### src/rtl/stt_pkg.sv
// types, token codes and lookup functions of the source text tokenizer
// depends on nothing
package stt_pkg;

    localparam int LINE_BITS = 16;
    localparam int COLUMN_BITS = 12;
    localparam int WORD_BUFFER_DEPTH = 12;
    localparam int MAX_RES = 4;
    localparam int QUEUE_DEPTH = 4;
    localparam int KW_COUNT = 16;
    localparam int KW_BYTES = 11;

    localparam logic [1:0] REC_CONTENT = 2'd0;
    localparam logic [1:0] REC_TOKEN = 2'd1;
    localparam logic [1:0] REC_ERROR = 2'd2;

    localparam logic [1:0] ERR_NONE = 2'd0;
    localparam logic [1:0] ERR_STRING = 2'd1;
    localparam logic [1:0] ERR_CHAR = 2'd2;
    localparam logic [1:0] ERR_UNEXPECTED = 2'd3;

    localparam logic [5:0] TK_INT = 6'd9;
    localparam logic [5:0] TK_FLOAT = 6'd10;
    localparam logic [5:0] TK_CHAR = 6'd11;
    localparam logic [5:0] TK_INT_ARRAY = 6'd13;
    localparam logic [5:0] TK_NUMBER = 6'd19;
    localparam logic [5:0] TK_DECIMAL = 6'd20;
    localparam logic [5:0] TK_CHAR_LIT = 6'd21;
    localparam logic [5:0] TK_STRING_LIT = 6'd22;
    localparam logic [5:0] TK_IDENT = 6'd23;
    localparam logic [5:0] TK_LBRACKET = 6'd44;
    localparam logic [5:0] TK_END = 6'd50;
    localparam logic [5:0] TK_NONE = 6'd63;

    typedef struct packed {
        logic [7:0] char_code;
        logic       end_of_source;
    } in_item_t;

    typedef struct packed {
        logic [1:0]             record_kind;
        logic [5:0]             token_kind;
        logic [7:0]             text_byte;
        logic [LINE_BITS-1:0]   token_line;
        logic [COLUMN_BITS-1:0] token_column;
        logic [1:0]             error_code;
        logic                   last_of_run;
    } out_rec_t;

    typedef struct packed {
        logic [2:0]                  count;
        out_rec_t [MAX_RES-1:0]      recs;
    } bundle_t;

    // keyword text, right aligned, first character in the highest used byte
    localparam logic [8*KW_BYTES-1:0] KW_TEXT [KW_COUNT] = '{
        88'("polamanna"), 88'("niruthuanna"), 88'("Op"), 88'("sollu"),
        88'("if"), 88'("elif"), 88'("else"), 88'("while"),
        88'("main"), 88'("int"), 88'("float"), 88'("char"),
        88'("string"), 88'("LHS"), 88'("RHS"), 88'("operator")};
    localparam logic [3:0] KW_LEN [KW_COUNT] = '{
        4'd9, 4'd11, 4'd2, 4'd5, 4'd2, 4'd4, 4'd4, 4'd5,
        4'd4, 4'd3, 4'd5, 4'd4, 4'd6, 4'd3, 4'd3, 4'd8};
    localparam logic [5:0] KW_CODE [KW_COUNT] = '{
        6'd0, 6'd1, 6'd2, 6'd3, 6'd4, 6'd5, 6'd6, 6'd7,
        6'd8, 6'd9, 6'd10, 6'd11, 6'd12, 6'd16, 6'd17, 6'd18};

    function automatic logic is_digit(input logic [7:0] c);
        return (c >= "0") && (c <= "9");
    endfunction

    function automatic logic is_alpha(input logic [7:0] c);
        return ((c >= "a") && (c <= "z")) || ((c >= "A") && (c <= "Z"));
    endfunction

    function automatic logic is_word(input logic [7:0] c);
        return is_alpha(c) || is_digit(c) || (c == "_");
    endfunction

    // w holds the first word bytes, byte 0 in the lowest bits
    function automatic logic [5:0] word_code(input logic [8*KW_BYTES-1:0] w,
                                             input logic [4:0] len);
        logic [5:0] code;
        logic       hit;
        code = TK_IDENT;
        for (int k = KW_COUNT - 1; k >= 0; k--) begin
            hit = (len == {1'b0, KW_LEN[k]});
            for (int i = 0; i < KW_BYTES; i++) begin
                if ((4'(i) < KW_LEN[k]) &&
                    (w[8*i +: 8] != KW_TEXT[k][8*(int'(KW_LEN[k]) - 1 - i) +: 8]))
                    hit = 1'b0;
            end
            if (hit)
                code = KW_CODE[k];
        end
        return code;
    endfunction

    function automatic logic [5:0] single_code(input logic [7:0] c);
        logic [5:0] k;
        case (c)
            "+": k = 6'd24;
            "-": k = 6'd25;
            "*": k = 6'd26;
            "/": k = 6'd27;
            "%": k = 6'd28;
            "!": k = 6'd29;
            "<": k = 6'd30;
            ">": k = 6'd31;
            "=": k = 6'd38;
            "(": k = 6'd40;
            ")": k = 6'd41;
            "[": k = 6'd44;
            "]": k = 6'd45;
            "{": k = 6'd42;
            "}": k = 6'd43;
            ",": k = 6'd46;
            ";": k = 6'd47;
            ":": k = 6'd48;
            "^": k = 6'd49;
            default: k = TK_NONE;
        endcase
        return k;
    endfunction

    function automatic logic [5:0] pair_code(input logic [7:0] h, input logic [7:0] c);
        logic [5:0] k;
        k = TK_NONE;
        if (c == "=") begin
            case (h)
                "<": k = 6'd32;
                ">": k = 6'd33;
                "=": k = 6'd34;
                "!": k = 6'd35;
                ":": k = 6'd39;
                default: k = TK_NONE;
            endcase
        end
        if ((h == "&") && (c == "&"))
            k = 6'd36;
        if ((h == "|") && (c == "|"))
            k = 6'd37;
        return k;
    endfunction

    function automatic logic [7:0] esc_value(input logic [7:0] c);
        logic [7:0] v;
        case (c)
            "n": v = 8'h0a;
            "t": v = 8'h09;
            default: v = c;
        endcase
        return v;
    endfunction

endpackage

### src/rtl/stt_front.sv
// scanner front end: takes one source byte a cycle while take is high and builds its bundle of records
// depends on stt_pkg
module stt_front #(
    parameter int WORD_BUFFER_DEPTH = stt_pkg::WORD_BUFFER_DEPTH
) (
    input  logic              clk,
    input  logic              rst_n,
    input  logic              take,
    input  stt_pkg::in_item_t item,
    output logic              bundle_valid,
    output stt_pkg::bundle_t  bundle
);

    localparam int LEN_W = $clog2(WORD_BUFFER_DEPTH + 1);
    localparam int IDX_W = $clog2(WORD_BUFFER_DEPTH);
    localparam logic [LEN_W-1:0] LEN_MAX = LEN_W'(WORD_BUFFER_DEPTH);

    localparam logic [3:0] M_IDLE = 4'd0;
    localparam logic [3:0] M_WORD = 4'd1;
    localparam logic [3:0] M_WORDBR = 4'd2;
    localparam logic [3:0] M_NUM = 4'd3;
    localparam logic [3:0] M_NUMDOT = 4'd4;
    localparam logic [3:0] M_DEC = 4'd5;
    localparam logic [3:0] M_STR = 4'd6;
    localparam logic [3:0] M_STRESC = 4'd7;
    localparam logic [3:0] M_CHOPEN = 4'd8;
    localparam logic [3:0] M_CHESC = 4'd9;
    localparam logic [3:0] M_CHCLOSE = 4'd10;
    localparam logic [3:0] M_OP = 4'd11;
    localparam logic [3:0] M_COMMENT = 4'd12;
    localparam logic [3:0] M_HALT = 4'd13;

    localparam logic [stt_pkg::LINE_BITS-1:0] LINE_ONE = stt_pkg::LINE_BITS'(1);
    localparam logic [stt_pkg::COLUMN_BITS-1:0] COL_ONE = stt_pkg::COLUMN_BITS'(1);

    logic [3:0]                        mode_reg, mode_next;
    logic [7:0]                        held_reg, held_next;
    logic [LEN_W-1:0]                  len_reg, len_next;
    logic [stt_pkg::LINE_BITS-1:0]     line_reg, line_next;
    logic [stt_pkg::COLUMN_BITS-1:0]   col_reg, col_next;
    logic [stt_pkg::COLUMN_BITS-1:0]   start_reg, start_next;
    logic [stt_pkg::COLUMN_BITS-1:0]   hcol_reg, hcol_next;
    logic [7:0]                        buf_reg [WORD_BUFFER_DEPTH];

    logic                              buf_we;
    logic [IDX_W-1:0]                  buf_idx;
    logic [7:0]                        c;
    logic [8*stt_pkg::KW_BYTES-1:0]    word_bytes;
    logic [5:0]                        wcode, acode, k;
    logic                              arr_ok;

    // fresh start of a token on the current byte
    logic [3:0]                        f_mode;
    logic                              f_start, f_word, f_held, f_rec_v;
    stt_pkg::out_rec_t                 f_rec;

    stt_pkg::out_rec_t [stt_pkg::MAX_RES-1:0] recs;
    logic [2:0]                        n;
    logic                              do_fresh, halted;

    function automatic stt_pkg::out_rec_t mk(
        input logic [1:0] rk, input logic [5:0] tk, input logic [7:0] b,
        input logic [1:0] err, input logic [stt_pkg::LINE_BITS-1:0] ln,
        input logic [stt_pkg::COLUMN_BITS-1:0] col);
        stt_pkg::out_rec_t r;
        r.record_kind = rk;
        r.token_kind = tk;
        r.text_byte = b;
        r.token_line = ln;
        r.token_column = col;
        r.error_code = err;
        r.last_of_run = 1'b0;
        return r;
    endfunction

    assign c = item.char_code;

    always_comb
    begin
        for (int i = 0; i < stt_pkg::KW_BYTES; i++)
            word_bytes[8*i +: 8] = buf_reg[i];
    end

    assign wcode = stt_pkg::word_code(word_bytes, 5'(len_reg));
    assign arr_ok = (wcode == stt_pkg::TK_INT) || (wcode == stt_pkg::TK_FLOAT) ||
                    (wcode == stt_pkg::TK_CHAR);
    assign acode = wcode + (stt_pkg::TK_INT_ARRAY - stt_pkg::TK_INT);

    always_comb
    begin
        f_mode = M_IDLE;
        f_start = 1'b0;
        f_word = 1'b0;
        f_held = 1'b0;
        f_rec_v = 1'b0;
        f_rec = mk(stt_pkg::REC_CONTENT, 6'd0, c, stt_pkg::ERR_NONE, line_reg, col_reg);
        if (!((c == " ") || (c == 8'h09) || (c == 8'h0d) || (c == 8'h0a))) begin
            f_start = 1'b1;
            if (stt_pkg::is_digit(c)) begin
                f_mode = M_NUM;
                f_rec_v = 1'b1;
            end else if (c == "\"") begin
                f_mode = M_STR;
            end else if (c == "'") begin
                f_mode = M_CHOPEN;
            end else if (stt_pkg::is_alpha(c) || (c == "_")) begin
                f_mode = M_WORD;
                f_word = 1'b1;
                f_rec_v = 1'b1;
            end else if ((c == "<") || (c == ">") || (c == "=") || (c == "!") ||
                         (c == "&") || (c == "|") || (c == ":") || (c == "/")) begin
                f_mode = M_OP;
                f_held = 1'b1;
            end else if (stt_pkg::single_code(c) != stt_pkg::TK_NONE) begin
                f_rec_v = 1'b1;
                f_rec = mk(stt_pkg::REC_TOKEN, stt_pkg::single_code(c), 8'd0,
                           stt_pkg::ERR_NONE, line_reg, col_reg);
            end else begin
                f_mode = M_HALT;
                f_rec_v = 1'b1;
                f_rec = mk(stt_pkg::REC_ERROR, 6'd0, c, stt_pkg::ERR_UNEXPECTED,
                           line_reg, col_reg);
            end
        end
    end

    always_comb
    begin
        mode_next = mode_reg;
        held_next = held_reg;
        len_next = len_reg;
        line_next = line_reg;
        col_next = col_reg;
        start_next = start_reg;
        hcol_next = hcol_reg;
        buf_we = 1'b0;
        buf_idx = len_reg[IDX_W-1:0];
        recs = '0;
        n = 3'd0;
        do_fresh = 1'b0;
        halted = 1'b0;
        k = stt_pkg::single_code(held_reg);

        if (item.end_of_source) begin
            if (mode_reg != M_HALT) begin
                unique case (mode_reg) inside
                    M_WORD:
                    begin
                        recs[n[1:0]] = mk(stt_pkg::REC_TOKEN, wcode, 8'd0, stt_pkg::ERR_NONE,
                                          line_reg, start_reg);
                        n = n + 3'd1;
                    end
                    M_WORDBR:
                    begin
                        recs[n[1:0]] = mk(stt_pkg::REC_TOKEN, wcode, 8'd0, stt_pkg::ERR_NONE,
                                          line_reg, start_reg);
                        n = n + 3'd1;
                        recs[n[1:0]] = mk(stt_pkg::REC_TOKEN, stt_pkg::TK_LBRACKET, 8'd0,
                                          stt_pkg::ERR_NONE, line_reg, hcol_reg);
                        n = n + 3'd1;
                    end
                    M_NUM:
                    begin
                        recs[n[1:0]] = mk(stt_pkg::REC_TOKEN, stt_pkg::TK_NUMBER, 8'd0,
                                          stt_pkg::ERR_NONE, line_reg, start_reg);
                        n = n + 3'd1;
                    end
                    M_NUMDOT:
                    begin
                        recs[n[1:0]] = mk(stt_pkg::REC_TOKEN, stt_pkg::TK_NUMBER, 8'd0,
                                          stt_pkg::ERR_NONE, line_reg, start_reg);
                        n = n + 3'd1;
                        recs[n[1:0]] = mk(stt_pkg::REC_ERROR, 6'd0, ".",
                                          stt_pkg::ERR_UNEXPECTED, line_reg, hcol_reg);
                        n = n + 3'd1;
                        halted = 1'b1;
                    end
                    M_DEC:
                    begin
                        recs[n[1:0]] = mk(stt_pkg::REC_TOKEN, stt_pkg::TK_DECIMAL, 8'd0,
                                          stt_pkg::ERR_NONE, line_reg, start_reg);
                        n = n + 3'd1;
                    end
                    M_STR, M_STRESC:
                    begin
                        recs[n[1:0]] = mk(stt_pkg::REC_ERROR, 6'd0, 8'd0, stt_pkg::ERR_STRING,
                                          line_reg, col_reg);
                        n = n + 3'd1;
                        halted = 1'b1;
                    end
                    M_CHOPEN, M_CHESC, M_CHCLOSE:
                    begin
                        recs[n[1:0]] = mk(stt_pkg::REC_ERROR, 6'd0, 8'd0, stt_pkg::ERR_CHAR,
                                          line_reg, col_reg);
                        n = n + 3'd1;
                        halted = 1'b1;
                    end
                    M_OP:
                    begin
                        if (k == stt_pkg::TK_NONE) begin
                            recs[n[1:0]] = mk(stt_pkg::REC_ERROR, 6'd0, held_reg,
                                              stt_pkg::ERR_UNEXPECTED, line_reg, start_reg);
                            halted = 1'b1;
                        end else begin
                            recs[n[1:0]] = mk(stt_pkg::REC_TOKEN, k, 8'd0, stt_pkg::ERR_NONE,
                                              line_reg, start_reg);
                        end
                        n = n + 3'd1;
                    end
                    default:
                    begin
                    end
                endcase
                if (!halted) begin
                    recs[n[1:0]] = mk(stt_pkg::REC_TOKEN, stt_pkg::TK_END, 8'd0,
                                      stt_pkg::ERR_NONE, line_reg, col_reg);
                    n = n + 3'd1;
                end
            end
            // back to the reset state
            mode_next = M_IDLE;
            held_next = 8'd0;
            len_next = '0;
            line_next = LINE_ONE;
            col_next = COL_ONE;
            start_next = COL_ONE;
            hcol_next = COL_ONE;
        end else begin
            unique case (mode_reg) inside
                M_HALT:
                begin
                end
                M_COMMENT:
                begin
                    if (c == 8'h0a)
                        mode_next = M_IDLE;
                end
                M_IDLE:
                    do_fresh = 1'b1;
                M_WORD:
                begin
                    if (stt_pkg::is_word(c)) begin
                        if (len_reg < LEN_MAX) begin
                            buf_we = 1'b1;
                            len_next = len_reg + LEN_W'(1);
                        end
                        recs[n[1:0]] = mk(stt_pkg::REC_CONTENT, 6'd0, c, stt_pkg::ERR_NONE,
                                          line_reg, start_reg);
                        n = n + 3'd1;
                    end else if ((c == "[") && arr_ok) begin
                        hcol_next = col_reg;
                        mode_next = M_WORDBR;
                    end else begin
                        recs[n[1:0]] = mk(stt_pkg::REC_TOKEN, wcode, 8'd0, stt_pkg::ERR_NONE,
                                          line_reg, start_reg);
                        n = n + 3'd1;
                        do_fresh = 1'b1;
                    end
                end
                M_WORDBR:
                begin
                    if (c == "]") begin
                        recs[0] = mk(stt_pkg::REC_CONTENT, 6'd0, "[", stt_pkg::ERR_NONE,
                                     line_reg, start_reg);
                        recs[1] = mk(stt_pkg::REC_CONTENT, 6'd0, "]", stt_pkg::ERR_NONE,
                                     line_reg, start_reg);
                        recs[2] = mk(stt_pkg::REC_TOKEN, acode, 8'd0, stt_pkg::ERR_NONE,
                                     line_reg, start_reg);
                        n = 3'd3;
                        mode_next = M_IDLE;
                    end else begin
                        recs[0] = mk(stt_pkg::REC_TOKEN, wcode, 8'd0, stt_pkg::ERR_NONE,
                                     line_reg, start_reg);
                        recs[1] = mk(stt_pkg::REC_TOKEN, stt_pkg::TK_LBRACKET, 8'd0,
                                     stt_pkg::ERR_NONE, line_reg, hcol_reg);
                        n = 3'd2;
                        do_fresh = 1'b1;
                    end
                end
                M_NUM, M_DEC:
                begin
                    if (stt_pkg::is_digit(c)) begin
                        recs[0] = mk(stt_pkg::REC_CONTENT, 6'd0, c, stt_pkg::ERR_NONE,
                                     line_reg, start_reg);
                        n = 3'd1;
                    end else if ((mode_reg == M_NUM) && (c == ".")) begin
                        hcol_next = col_reg;
                        mode_next = M_NUMDOT;
                    end else begin
                        recs[0] = mk(stt_pkg::REC_TOKEN,
                                     (mode_reg == M_NUM) ? stt_pkg::TK_NUMBER
                                                         : stt_pkg::TK_DECIMAL,
                                     8'd0, stt_pkg::ERR_NONE, line_reg, start_reg);
                        n = 3'd1;
                        do_fresh = 1'b1;
                    end
                end
                M_NUMDOT:
                begin
                    if (stt_pkg::is_digit(c)) begin
                        recs[0] = mk(stt_pkg::REC_CONTENT, 6'd0, ".", stt_pkg::ERR_NONE,
                                     line_reg, start_reg);
                        recs[1] = mk(stt_pkg::REC_CONTENT, 6'd0, c, stt_pkg::ERR_NONE,
                                     line_reg, start_reg);
                        mode_next = M_DEC;
                    end else begin
                        recs[0] = mk(stt_pkg::REC_TOKEN, stt_pkg::TK_NUMBER, 8'd0,
                                     stt_pkg::ERR_NONE, line_reg, start_reg);
                        recs[1] = mk(stt_pkg::REC_ERROR, 6'd0, ".", stt_pkg::ERR_UNEXPECTED,
                                     line_reg, hcol_reg);
                        mode_next = M_HALT;
                    end
                    n = 3'd2;
                end
                M_STR:
                begin
                    if (c == "\"") begin
                        recs[0] = mk(stt_pkg::REC_TOKEN, stt_pkg::TK_STRING_LIT, 8'd0,
                                     stt_pkg::ERR_NONE, line_reg, start_reg);
                        n = 3'd1;
                        mode_next = M_IDLE;
                    end else if (c == "\\") begin
                        mode_next = M_STRESC;
                    end else begin
                        recs[0] = mk(stt_pkg::REC_CONTENT, 6'd0, c, stt_pkg::ERR_NONE,
                                     line_reg, start_reg);
                        n = 3'd1;
                    end
                end
                M_STRESC, M_CHESC:
                begin
                    recs[0] = mk(stt_pkg::REC_CONTENT, 6'd0, stt_pkg::esc_value(c),
                                 stt_pkg::ERR_NONE, line_reg, start_reg);
                    n = 3'd1;
                    mode_next = (mode_reg == M_STRESC) ? M_STR : M_CHCLOSE;
                end
                M_CHOPEN:
                begin
                    if (c == "\\") begin
                        mode_next = M_CHESC;
                    end else begin
                        recs[0] = mk(stt_pkg::REC_CONTENT, 6'd0, c, stt_pkg::ERR_NONE,
                                     line_reg, start_reg);
                        n = 3'd1;
                        mode_next = M_CHCLOSE;
                    end
                end
                M_CHCLOSE:
                begin
                    if (c == "'") begin
                        recs[0] = mk(stt_pkg::REC_TOKEN, stt_pkg::TK_CHAR_LIT, 8'd0,
                                     stt_pkg::ERR_NONE, line_reg, start_reg);
                        mode_next = M_IDLE;
                    end else begin
                        recs[0] = mk(stt_pkg::REC_ERROR, 6'd0, 8'd0, stt_pkg::ERR_CHAR,
                                     line_reg, col_reg);
                        mode_next = M_HALT;
                    end
                    n = 3'd1;
                end
                M_OP:
                begin
                    if (stt_pkg::pair_code(held_reg, c) != stt_pkg::TK_NONE) begin
                        recs[0] = mk(stt_pkg::REC_TOKEN, stt_pkg::pair_code(held_reg, c),
                                     8'd0, stt_pkg::ERR_NONE, line_reg, start_reg);
                        n = 3'd1;
                        mode_next = M_IDLE;
                    end else if ((held_reg == "/") && (c == "/")) begin
                        mode_next = M_COMMENT;
                    end else if (k == stt_pkg::TK_NONE) begin
                        recs[0] = mk(stt_pkg::REC_ERROR, 6'd0, held_reg,
                                     stt_pkg::ERR_UNEXPECTED, line_reg, start_reg);
                        n = 3'd1;
                        mode_next = M_HALT;
                    end else begin
                        recs[0] = mk(stt_pkg::REC_TOKEN, k, 8'd0, stt_pkg::ERR_NONE,
                                     line_reg, start_reg);
                        n = 3'd1;
                        do_fresh = 1'b1;
                    end
                end
                default:
                    mode_next = M_IDLE;
            endcase

            if (do_fresh) begin
                mode_next = f_mode;
                if (f_start)
                    start_next = col_reg;
                if (f_word) begin
                    buf_we = 1'b1;
                    buf_idx = '0;
                    len_next = LEN_W'(1);
                end
                if (f_held)
                    held_next = c;
                if (f_rec_v) begin
                    recs[n[1:0]] = f_rec;
                    n = n + 3'd1;
                end
            end

            // line and column move on every byte, saturating
            if (c == 8'h0a) begin
                if (line_reg != '1)
                    line_next = line_reg + LINE_ONE;
                col_next = COL_ONE;
            end else if (col_reg != '1) begin
                col_next = col_reg + COL_ONE;
            end
        end
    end

    assign bundle_valid = take && (n != 3'd0);
    assign bundle.count = n;
    assign bundle.recs = recs;

    always_ff @(posedge clk or negedge rst_n)
    begin
        if (!rst_n) begin
            mode_reg <= M_IDLE;
            held_reg <= 8'd0;
            len_reg <= '0;
            line_reg <= LINE_ONE;
            col_reg <= COL_ONE;
            start_reg <= COL_ONE;
            hcol_reg <= COL_ONE;
        end else if (take) begin
            mode_reg <= mode_next;
            held_reg <= held_next;
            len_reg <= len_next;
            line_reg <= line_next;
            col_reg <= col_next;
            start_reg <= start_next;
            hcol_reg <= hcol_next;
        end
    end

    always_ff @(posedge clk)
    begin
        if (take && buf_we)
            buf_reg[buf_idx] <= c;
    end

endmodule

### src/rtl/stt_queue.sv
// short queue of record bundles between scanner and output side
// depends on stt_pkg
module stt_queue (
    input  logic             clk,
    input  logic             rst_n,
    input  logic             wr_en,
    input  stt_pkg::bundle_t wr_data,
    output logic             is_full,
    input  logic             rd_en,
    output logic             rd_valid,
    output stt_pkg::bundle_t rd_data
);

    localparam int PTR_W = $clog2(stt_pkg::QUEUE_DEPTH);
    localparam int CNT_W = $clog2(stt_pkg::QUEUE_DEPTH + 1);

    stt_pkg::bundle_t   slot_reg [stt_pkg::QUEUE_DEPTH];
    logic [PTR_W-1:0]   wr_ptr_reg, rd_ptr_reg;
    logic [CNT_W-1:0]   cnt_reg, cnt_next;
    logic               do_wr, do_rd;

    assign is_full = (cnt_reg == CNT_W'(stt_pkg::QUEUE_DEPTH));
    assign rd_valid = (cnt_reg != '0);
    assign rd_data = slot_reg[rd_ptr_reg];
    assign do_wr = wr_en && !is_full;
    assign do_rd = rd_en && rd_valid;

    always_comb
    begin
        cnt_next = cnt_reg;
        if (do_wr && !do_rd)
            cnt_next = cnt_reg + CNT_W'(1);
        else if (do_rd && !do_wr)
            cnt_next = cnt_reg - CNT_W'(1);
    end

    always_ff @(posedge clk or negedge rst_n)
    begin
        if (!rst_n) begin
            wr_ptr_reg <= '0;
            rd_ptr_reg <= '0;
            cnt_reg <= '0;
        end else begin
            cnt_reg <= cnt_next;
            if (do_wr)
                wr_ptr_reg <= wr_ptr_reg + PTR_W'(1);
            if (do_rd)
                rd_ptr_reg <= rd_ptr_reg + PTR_W'(1);
        end
    end

    always_ff @(posedge clk)
    begin
        if (do_wr)
            slot_reg[wr_ptr_reg] <= wr_data;
    end

endmodule

### src/rtl/stt_back.sv
// output side: unpacks one bundle at a time into single records
// depends on stt_pkg
module stt_back (
    input  logic              clk,
    input  logic              rst_n,
    input  logic              q_valid,
    input  stt_pkg::bundle_t  q_data,
    output logic              q_pop,
    input  logic              pop,
    output logic              empty,
    output stt_pkg::out_rec_t result
);

    logic               hold_reg;
    stt_pkg::bundle_t   bund_reg;
    logic [1:0]         idx_reg;
    logic               fire, last, load;

    assign empty = !hold_reg;
    assign fire = pop && hold_reg;
    assign last = ({1'b0, idx_reg} == (bund_reg.count - 3'd1));
    assign load = !hold_reg || (fire && last);
    assign q_pop = load && q_valid;

    always_comb
    begin
        result = bund_reg.recs[idx_reg];
        result.last_of_run = last;
    end

    always_ff @(posedge clk or negedge rst_n)
    begin
        if (!rst_n) begin
            hold_reg <= 1'b0;
            idx_reg <= 2'd0;
        end else if (load) begin
            hold_reg <= q_valid;
            idx_reg <= 2'd0;
        end else if (fire) begin
            idx_reg <= idx_reg + 2'd1;
        end
    end

    always_ff @(posedge clk)
    begin
        if (q_pop)
            bund_reg <= q_data;
    end

endmodule

### src/rtl/source_text_tokenizer.sv
// top level of the source text tokenizer: scanner, bundle queue, output side
// depends on stt_pkg, stt_front, stt_queue, stt_back
//
// channel   direction  handshake            payload
// input     in         push / full          source_item (char_code, end_of_source)
// results   out        pop / empty          result (one record)
//
// one source byte is taken every cycle while push is high and the bundle queue has room
// each byte yields zero to three records; the output side sends one record a cycle while pop is high
// the records of a taken byte are registered in the bundle queue and then in the output side before the first shows
// full rises only when four bundles wait; reset is asynchronous and clears all control state
module source_text_tokenizer #(
    parameter int WORD_BUFFER_DEPTH = stt_pkg::WORD_BUFFER_DEPTH
) (
    input  logic              clk,
    input  logic              rst_n,
    input  logic              push,
    output logic              full,
    input  stt_pkg::in_item_t source_item,
    input  logic              pop,
    output logic              empty,
    output stt_pkg::out_rec_t result
);

    logic             take, b_valid, q_valid, q_pop;
    stt_pkg::bundle_t b_data, q_data;

    assign take = push && !full;

    stt_front #(
        .WORD_BUFFER_DEPTH(WORD_BUFFER_DEPTH)
    ) u_front (
        .clk(clk),
        .rst_n(rst_n),
        .take(take),
        .item(source_item),
        .bundle_valid(b_valid),
        .bundle(b_data)
    );

    stt_queue u_queue (
        .clk(clk),
        .rst_n(rst_n),
        .wr_en(b_valid),
        .wr_data(b_data),
        .is_full(full),
        .rd_en(q_pop),
        .rd_valid(q_valid),
        .rd_data(q_data)
    );

    stt_back u_back (
        .clk(clk),
        .rst_n(rst_n),
        .q_valid(q_valid),
        .q_data(q_data),
        .q_pop(q_pop),
        .pop(pop),
        .empty(empty),
        .result(result)
    );

endmodule

### config.mk
export PLATFORM = sky130hd
export DESIGN_NAME = source_text_tokenizer
export DESIGN_NICKNAME = d
export VERILOG_FILES = /design/src/rtl/stt_pkg.sv /design/src/rtl/stt_front.sv /design/src/rtl/stt_queue.sv /design/src/rtl/stt_back.sv /design/src/rtl/source_text_tokenizer.sv
export SDC_FILE = /design/constraint.sdc
export NUM_CORES = 1
export LEC_CHECK = 0
export BUFFER_PORTS_ARGS = -buffer_cell sky130_fd_sc_hd__buf_2
export CORE_MARGIN = 1
export CORE_UTILIZATION = 25
export DETAILED_ROUTE_END_ITERATION = 16
export PLACE_DENSITY_LB_ADDON = 0.1
export SLEW_MARGIN = 20
export SYNTH_ARGS = -nofsm -noshare
export SYNTH_HDL_FRONTEND = slang
export SYNTH_SLANG_ARGS = --single-unit
### constraint.sdc
create_clock -name clk -period 44.9 [get_ports clk]
set_input_delay 6.735 -clock clk [delete_from_list [all_inputs] [get_ports clk]]
set_output_delay 6.735 -clock clk [all_outputs]
set_load 0.05 [all_outputs]
* After elaboration in Yosys (flattened, before gate mapping)
Memories as Yosys holds them, arrays and structs flattened. A register that Yosys moved wholly into a read port is not among the register bits.
Index checks and enable logic that the tools add are counted.
** Cells by class
- Muxes and demuxes :: 269
- $lt $le $gt $ge :: 12
- Reductions and logical operators :: 69
- Eq/ne operators :: 159
- Add/sub/neg operators :: 12
** Operator list (count)
- 47-bit 2-to-1 mux :: 24
- 188-bit 2-to-1 mux :: 5
- 8-bit by 7-bit != test with 1-bit output (second input constant) :: 60
- 47-bit one-hot mux with 9 select lines :: 1
- 188-bit bitwise mux :: 2
- 47-bit one-hot mux with 6 select lines :: 1
- 8-bit by 6-bit equality test with 1-bit output (second input constant) :: 34
- 6-bit one-hot mux with 19 select lines :: 2
- 47-bit demux with 2-bit select :: 2
- 47-bit one-hot mux with 2 select lines :: 2
- 46-bit 2-to-1 mux :: 4
- 6-bit 2-to-1 mux :: 26
- 12-bit 2-to-1 mux :: 11
- 8-bit by 7-bit equality test with 1-bit output (second input constant) :: 16
- 4-bit 2-to-1 mux :: 32
- 1-bit 2-to-1 mux :: 120
- 47-bit binary-select mux with 2-bit select :: 1
- 94-bit 2-to-1 mux :: 1
- 93-bit 2-to-1 mux :: 1
- 16-bit 2-to-1 mux :: 3
- 3-bit 2-to-1 mux :: 16
- 4-bit one-hot mux with 11 select lines :: 1
- 39-bit 2-to-1 mux :: 1
- 4-bit equality test (second input constant) :: 9
- 56 further kinds :: 146
** Word-level totals
- Memories :: 2
- Flip-flop bits (word level) :: 78
- Output and inout bits :: 49
- Input port bits :: 13
- RAM bits :: 860
** Memory list
- u_queue.slot_reg :: depth 4, width 191, rd ports 1, clocked after Yosys merged registers in 1, write ports 1, line stt_queue.sv:17 : stt_pkg::bundle_t slot_reg [stt_pkg::QUEUE_DEPTH];
- u_front.buf_reg :: depth 12, width 8, rd ports 11, clocked after Yosys merged registers in 0, write ports 1, line stt_front.sv:43 : logic [7:0] buf_reg [WORD_BUFFER_DEPTH];

* Depth between registers and ports, before layout
An unclocked memory read counts as a cell.
- Depth after elaboration :: 45
- Mapped depth :: 29
- Gate-level depth less buffers :: 28

* Modules after synthesis
Synthesis repeated with hierarchy kept, for this count alone.
** Unflattened totals
- Cell total of the unflattened synthesis :: 2772
- Area total of the unflattened synthesis :: 47539.3 um^2
** By module, submodules not included
- stt_queue :: sequential area each 23117.2 um^2, instances 1, area an instance 28083.2 um^2, cells an instance 1033
- stt_front :: sequential area each 4349.2 um^2, instances 1, area an instance 12416.9 um^2, cells an instance 1469
- stt_back :: sequential area each 5690.5 um^2, instances 1, area an instance 7025.5 um^2, cells an instance 269
- source_text_tokenizer :: sequential area each 0.0 um^2, instances 1, area an instance 13.8 um^2, cells an instance 1

* Worst setup path before layout
OpenSTA, ideal clock, no wires.
- Path type :: in2reg
- Start :: input source_item[6] (netlist name)
- End :: memory u_queue.slot_reg[0][100] (netlist name) (enable)
- Setup slack :: 21203 ps
- Stages on the path :: 15
- Arrival :: 22716 ps
- Required time :: 43919 ps
- Library setup time :: 981 ps
- Path buffers :: 2
- Cells stage by stage :: clkbuf_1 or4b_1 clkbuf_1 nor2_1 nand4_1 o21a_1 o32ai_1 nand2_1 a211oi_2 inv_1 ha_1 and3_1 o311ai_1 a21oi_2 nor3b_1
** On the way
- Word-level cells in the longest chain between the ends :: 22
- Elaborated cells between the ends (all ways) :: 88
** RTL lines
- start, declared :: line source_text_tokenizer.sv:19 : input stt_pkg::in_item_t source_item,
- branches (longest 15 deep; another with 3-bit by 1-bit adder with 3-bit output)
- 3-bit 2-to-1 mux (*) :: line stt_front.sv:386 : if (do_fresh) begin
- 3-bit 2-to-1 mux (*) :: line stt_front.sv:144 : if (item.end_of_source) begin
- 3-bit nonzero test (*) :: line stt_front.sv:414 : assign bundle_valid = take && (n != 3'd0);
- 1-bit logical AND (*) :: line stt_front.sv:414
- 1-bit logical AND (*) :: line stt_queue.sv:25 : assign do_wr = wr_en && !is_full;
- 1-bit 2-to-1 mux (*) :: line stt_queue.sv:54 : if (do_wr)
- 1-bit 2-to-1 mux (implied by the code) (*) :: line stt_queue.sv:55 : slot_reg[wr_ptr_reg] <= wr_data;
- end, declared :: line stt_queue.sv:17
Every way passes the cells marked *. The select of a mux whose other input is x is not followed.

* Final worst setup path
- Start :: input source_item[5] (netlist name)
- End :: memory u_queue.slot_reg[1][37] (netlist name) (enable)
The elaborated chain is that of the path after synthesis.

==> summary.md <==
| Metric | Value |
|---|---|
| Status | `finished, final reports clean` |
| Post_cts resized | `0` |
| Die span in y | `around 430 um` |
| Crit end category | `flip-flop` |
| Syn Std Cell Area | `approximately 0.045 mm^2` |
| Final Cycle Share | `0.288` |
| CP Launch Type | `primary input` |
| I/O pin total | `62` |
| Asr flop ratio synth | `0.0728` |
| Sw Share | `0.332` |
| Die ar. | `0.183 mm^2` |
| Worst Clk Skew | `around 0.043 ns` |
| Iter 0 DRT Violations | `1852` |
| Post-route ant nets | `0` |
| Pre-Repair DR Iteration Count | `5` |
| Starting Density | `0.251` |
| DRC | `0` |
| Critical path type | `primary input to flip-flop` |
| Routed length per instance | `roughly 26 um` |
| Crit path max fanout | `just under 60` |
| Synth top area share | `0.656` |
| Yosys cell types | `approximately 110` |
| Synth warn | `0` |
| Slew HR | `0.201` |
| Setup Fix Bufs, Post-CTS | `0` |
| Post-DP HPWL | `around 84 mm` |
| Post-synth EDFFs | `a little under 1000` |
| Htree depth | `4` |
| Gr ovfl total | `0` |
| Clk slew on worst S/H paths | `0.07 ns` |
| HP Class | `flip-flop to flip-flop` |
| Area leader, netlist | `edfxtp_1` |
| Diode count | `0` |
| Gp weighted congestion | `0.839` |
| Endpoints failing setup | `0` |
| Fraction of layout cells with a size suffix above 1 | `0.215` |
| Worst-margin pin slew | `1.19 ns` |
| Worst vdd ir | `0.0352 mV` |
| GRT Total Usage | `0.148` |
| Power Dens Cells | `around 67 mW/mm^2` |
| Final Hold Fails | `0` |
| Via density per instance | `4.84` |
| Slew Limit Fails | `0` |
| Lkg Pwr | `16.9 nW` |
| Logic pwr share | `0.281` |
| # clock sinks | `approximately 1100` |
| Die Wd | `between 400 and 500 um` |
| Sw power | `between 1 and 1.5 mW` |
| #FFs+latches synth | `approximately 1100` |
| Routed WL | `~140 mm` |
| Initial antenna violation count | `4` |
| I/O Buffers | `~60` |
| Synth area leaders | `edfxtp_1 66%, mux4_2 11%, dfrtp_1 4.1%` |
| Area grow syn2layout | `16.7%` |
| RSZ-0062 raised after global routing | `no` |
| Longest Clk Path Bufs | `3` |
| Syn Nets | `2761` |
| Cell-internal power | `2.36 mW` |
| Row cnt | `156` |
| First-pass GRT wire length | `approximately 200 mm` |
| Max reg flops | `between 700 and 800` |
| Clock Latency Late Sink | `about 0.77 ns` |
| Syn avg cell area | `16.7 um^2` |
| Setup tns final | `0 ns` |
| TritonCTS clock tree | `built` |
| Std-Cell Core Area | `between 0.15 and 0.2 mm^2` |
| Sequential-to-total area share from yosys stat | `0.699` |
| Power, Total | `approximately 3.5 mW` |
| Minimum clock period | `around 13 ns` |
| Max-cap violations | `0` |
| Most common library cells after synthesis | `993 x edfxtp_1, 224 x mux4_2, 156 x nor2_1, 129 x nand2_1, 112 x clkbuf_1` |
| Clock root cell | `clkbuf_16` |
| Sequential power share | `0.421` |
| Most frequent cell after synthesis | `edfxtp_1` |
| Clk pwr share | `0.297` |
| Via count | `approximately 26000` |
| Critical path required time | `about 45 ns` |
| Cts bufs inserted | `roughly 130` |
| Largest net degree at the start of global routing | `between 100 and 150` |
| Final core occ | `0.293` |
| Layout net count | `~2900` |
| Hold bufs inserted after CTS | `0` |
| Post-synthesis cell count | `~2700` |
| Vias in the first global route | `approximately 27000` |
| Crit path arrival time | `~13 ns` |
| Primary FF master, synth | `edfxtp_1` |
| F_max | `77.4 MHz` |
-- layout make-up --
cell class / count / area, um^2
Clock inverter: 63 / 749
Clock buffer: 174 / 3570
Tap cell: 2370 / 2970
Fill cell: 17860 / 128000
Inverter: 50 / 188
Sequential cell: 1071 / 31800
Multi-Input combinational cell: 1442 / 12900
Timing Repair Buffer: 126 / 843
-- critical path, cell delays in order --
cell,delay [ns]
buf_2,0.31
or4b_1,0.76
nor2_1,0.23
nand4_1,0.38
o21a_1,0.33
o32ai_1,0.18
nand2_1,0.11
a211oi_2,0.40
inv_1,0.12
ha_1,0.29
and3_1,0.16
o311ai_1,0.28
a21oi_2,0.15
nor3b_2,0.23
buf_4,0.66
buf_4,0.87
buf_4,0.84
-- through the flow --
stage / hold WS, ns / setup slack, ns / area [um^2] / cells
floorplan: 0.456 / 21.20 / 45400 / 2725
global placement: 0.476 / 31.09 / 48700 / 5058
detailed placement: 0.482 / 31.09 / 48700 / 5058
CTS: 0.493 / 31.90 / 53000 / 5295
global route: 0.531 / 31.44 / 53000 / 5296
finish: 0.490 / 31.99 / 53000 / 5296
-- layer usage --
layer / up-vias / routed length [um] / GRT usage
met3: 191 / 5660 / 0.0241
li1: 11196 / - / -
met2: 688 / 67200 / 0.248
met5: - / 0 / 0
met4: 0 / 3050 / 0.0436
met1: 13539 / 60500 / 0.196
-- layout by cell type, fill, tap and decap left out, drive strengths merged, types with 12 or more instances in the layout --
master / netlist / final
inv: 47 / 50
o31ai: 21 / 21
a221oi: 19 / 19
dfrtp: 74 / 74
clkbuf: 113 / 174
and3: 18 / 18
ha: 22 / 22
clkinv: 3 / 48
o21ai: 96 / 96
a22oi: 20 / 20
a31oi: 13 / 13
nand4b: 13 / 13
nor4bb: 24 / 24
nor3: 54 / 54
a21oi: 73 / 73
xor2: 16 / 16
a211oi: 14 / 14
nand4: 42 / 42
o22ai: 13 / 13
a22o: 29 / 29
nand2b: 22 / 22
and4b: 12 / 12
nor4: 26 / 26
edfxtp: 993 / 993
nor2b: 47 / 47
nand3: 48 / 48
mux4: 224 / 224
mux2: 31 / 31
xnor2: 12 / 12
nor2: 157 / 157
buf: 49 / 126
and2: 72 / 72
nand2: 130 / 130
or3: 16 / 16
-- cells by family after synthesis --
kind of cell	Yosys count	synth area share
buffers and inverters	212	0.0187
AND/OR/NAND/NOR	749	0.0925
multiplexers	257	0.119
AO/OA/AOI/OAI	383	0.0581
XOR/XNOR	28	0.00540
flip-flops	1071	0.699
adder cells (fa/ha/maj)	25	0.00694
-- final timing paths --
kind / end / cells after the start / start / slack, ns
worst min register to register: u_queue.cnt_reg[2]$_DFFE_PN0P_ / 1 / u_queue.cnt_reg[2]$_DFFE_PN0P_ / 0.49
min in group asynchronous: u_front.line_reg[2]$_DFFE_PN0P_ / 1 / rst_n / 5.97
worst max register to register: u_queue.slot_reg[1][37]$_DFFE_PP_ / 21 / u_front.buf_reg[3][3]$_DFFE_PP_ / 36.06
worst min-delay path: u_queue.cnt_reg[2]$_DFFE_PN0P_ / 1 / u_queue.cnt_reg[2]$_DFFE_PN0P_ / 0.49
worst max-delay path: u_queue.slot_reg[1][37]$_DFFE_PP_ / 17 / source_item[5] / 31.99
max in group asynchronous: u_front.held_reg[6]$_DFFE_PN0P_ / 2 / rst_n / 37.68
-- power by group through the flow --
stage	logic, mW	registers [mW]	clock network, mW
floorplan	0.697	1.53	0
global placement	1.03	1.51	0
detailed placement	1.03	1.52	0
CTS	1.03	1.50	1.09
global route	1.08	1.51	1.12
finish	0.995	1.49	1.05
Power figures use the tool's default switching activity.
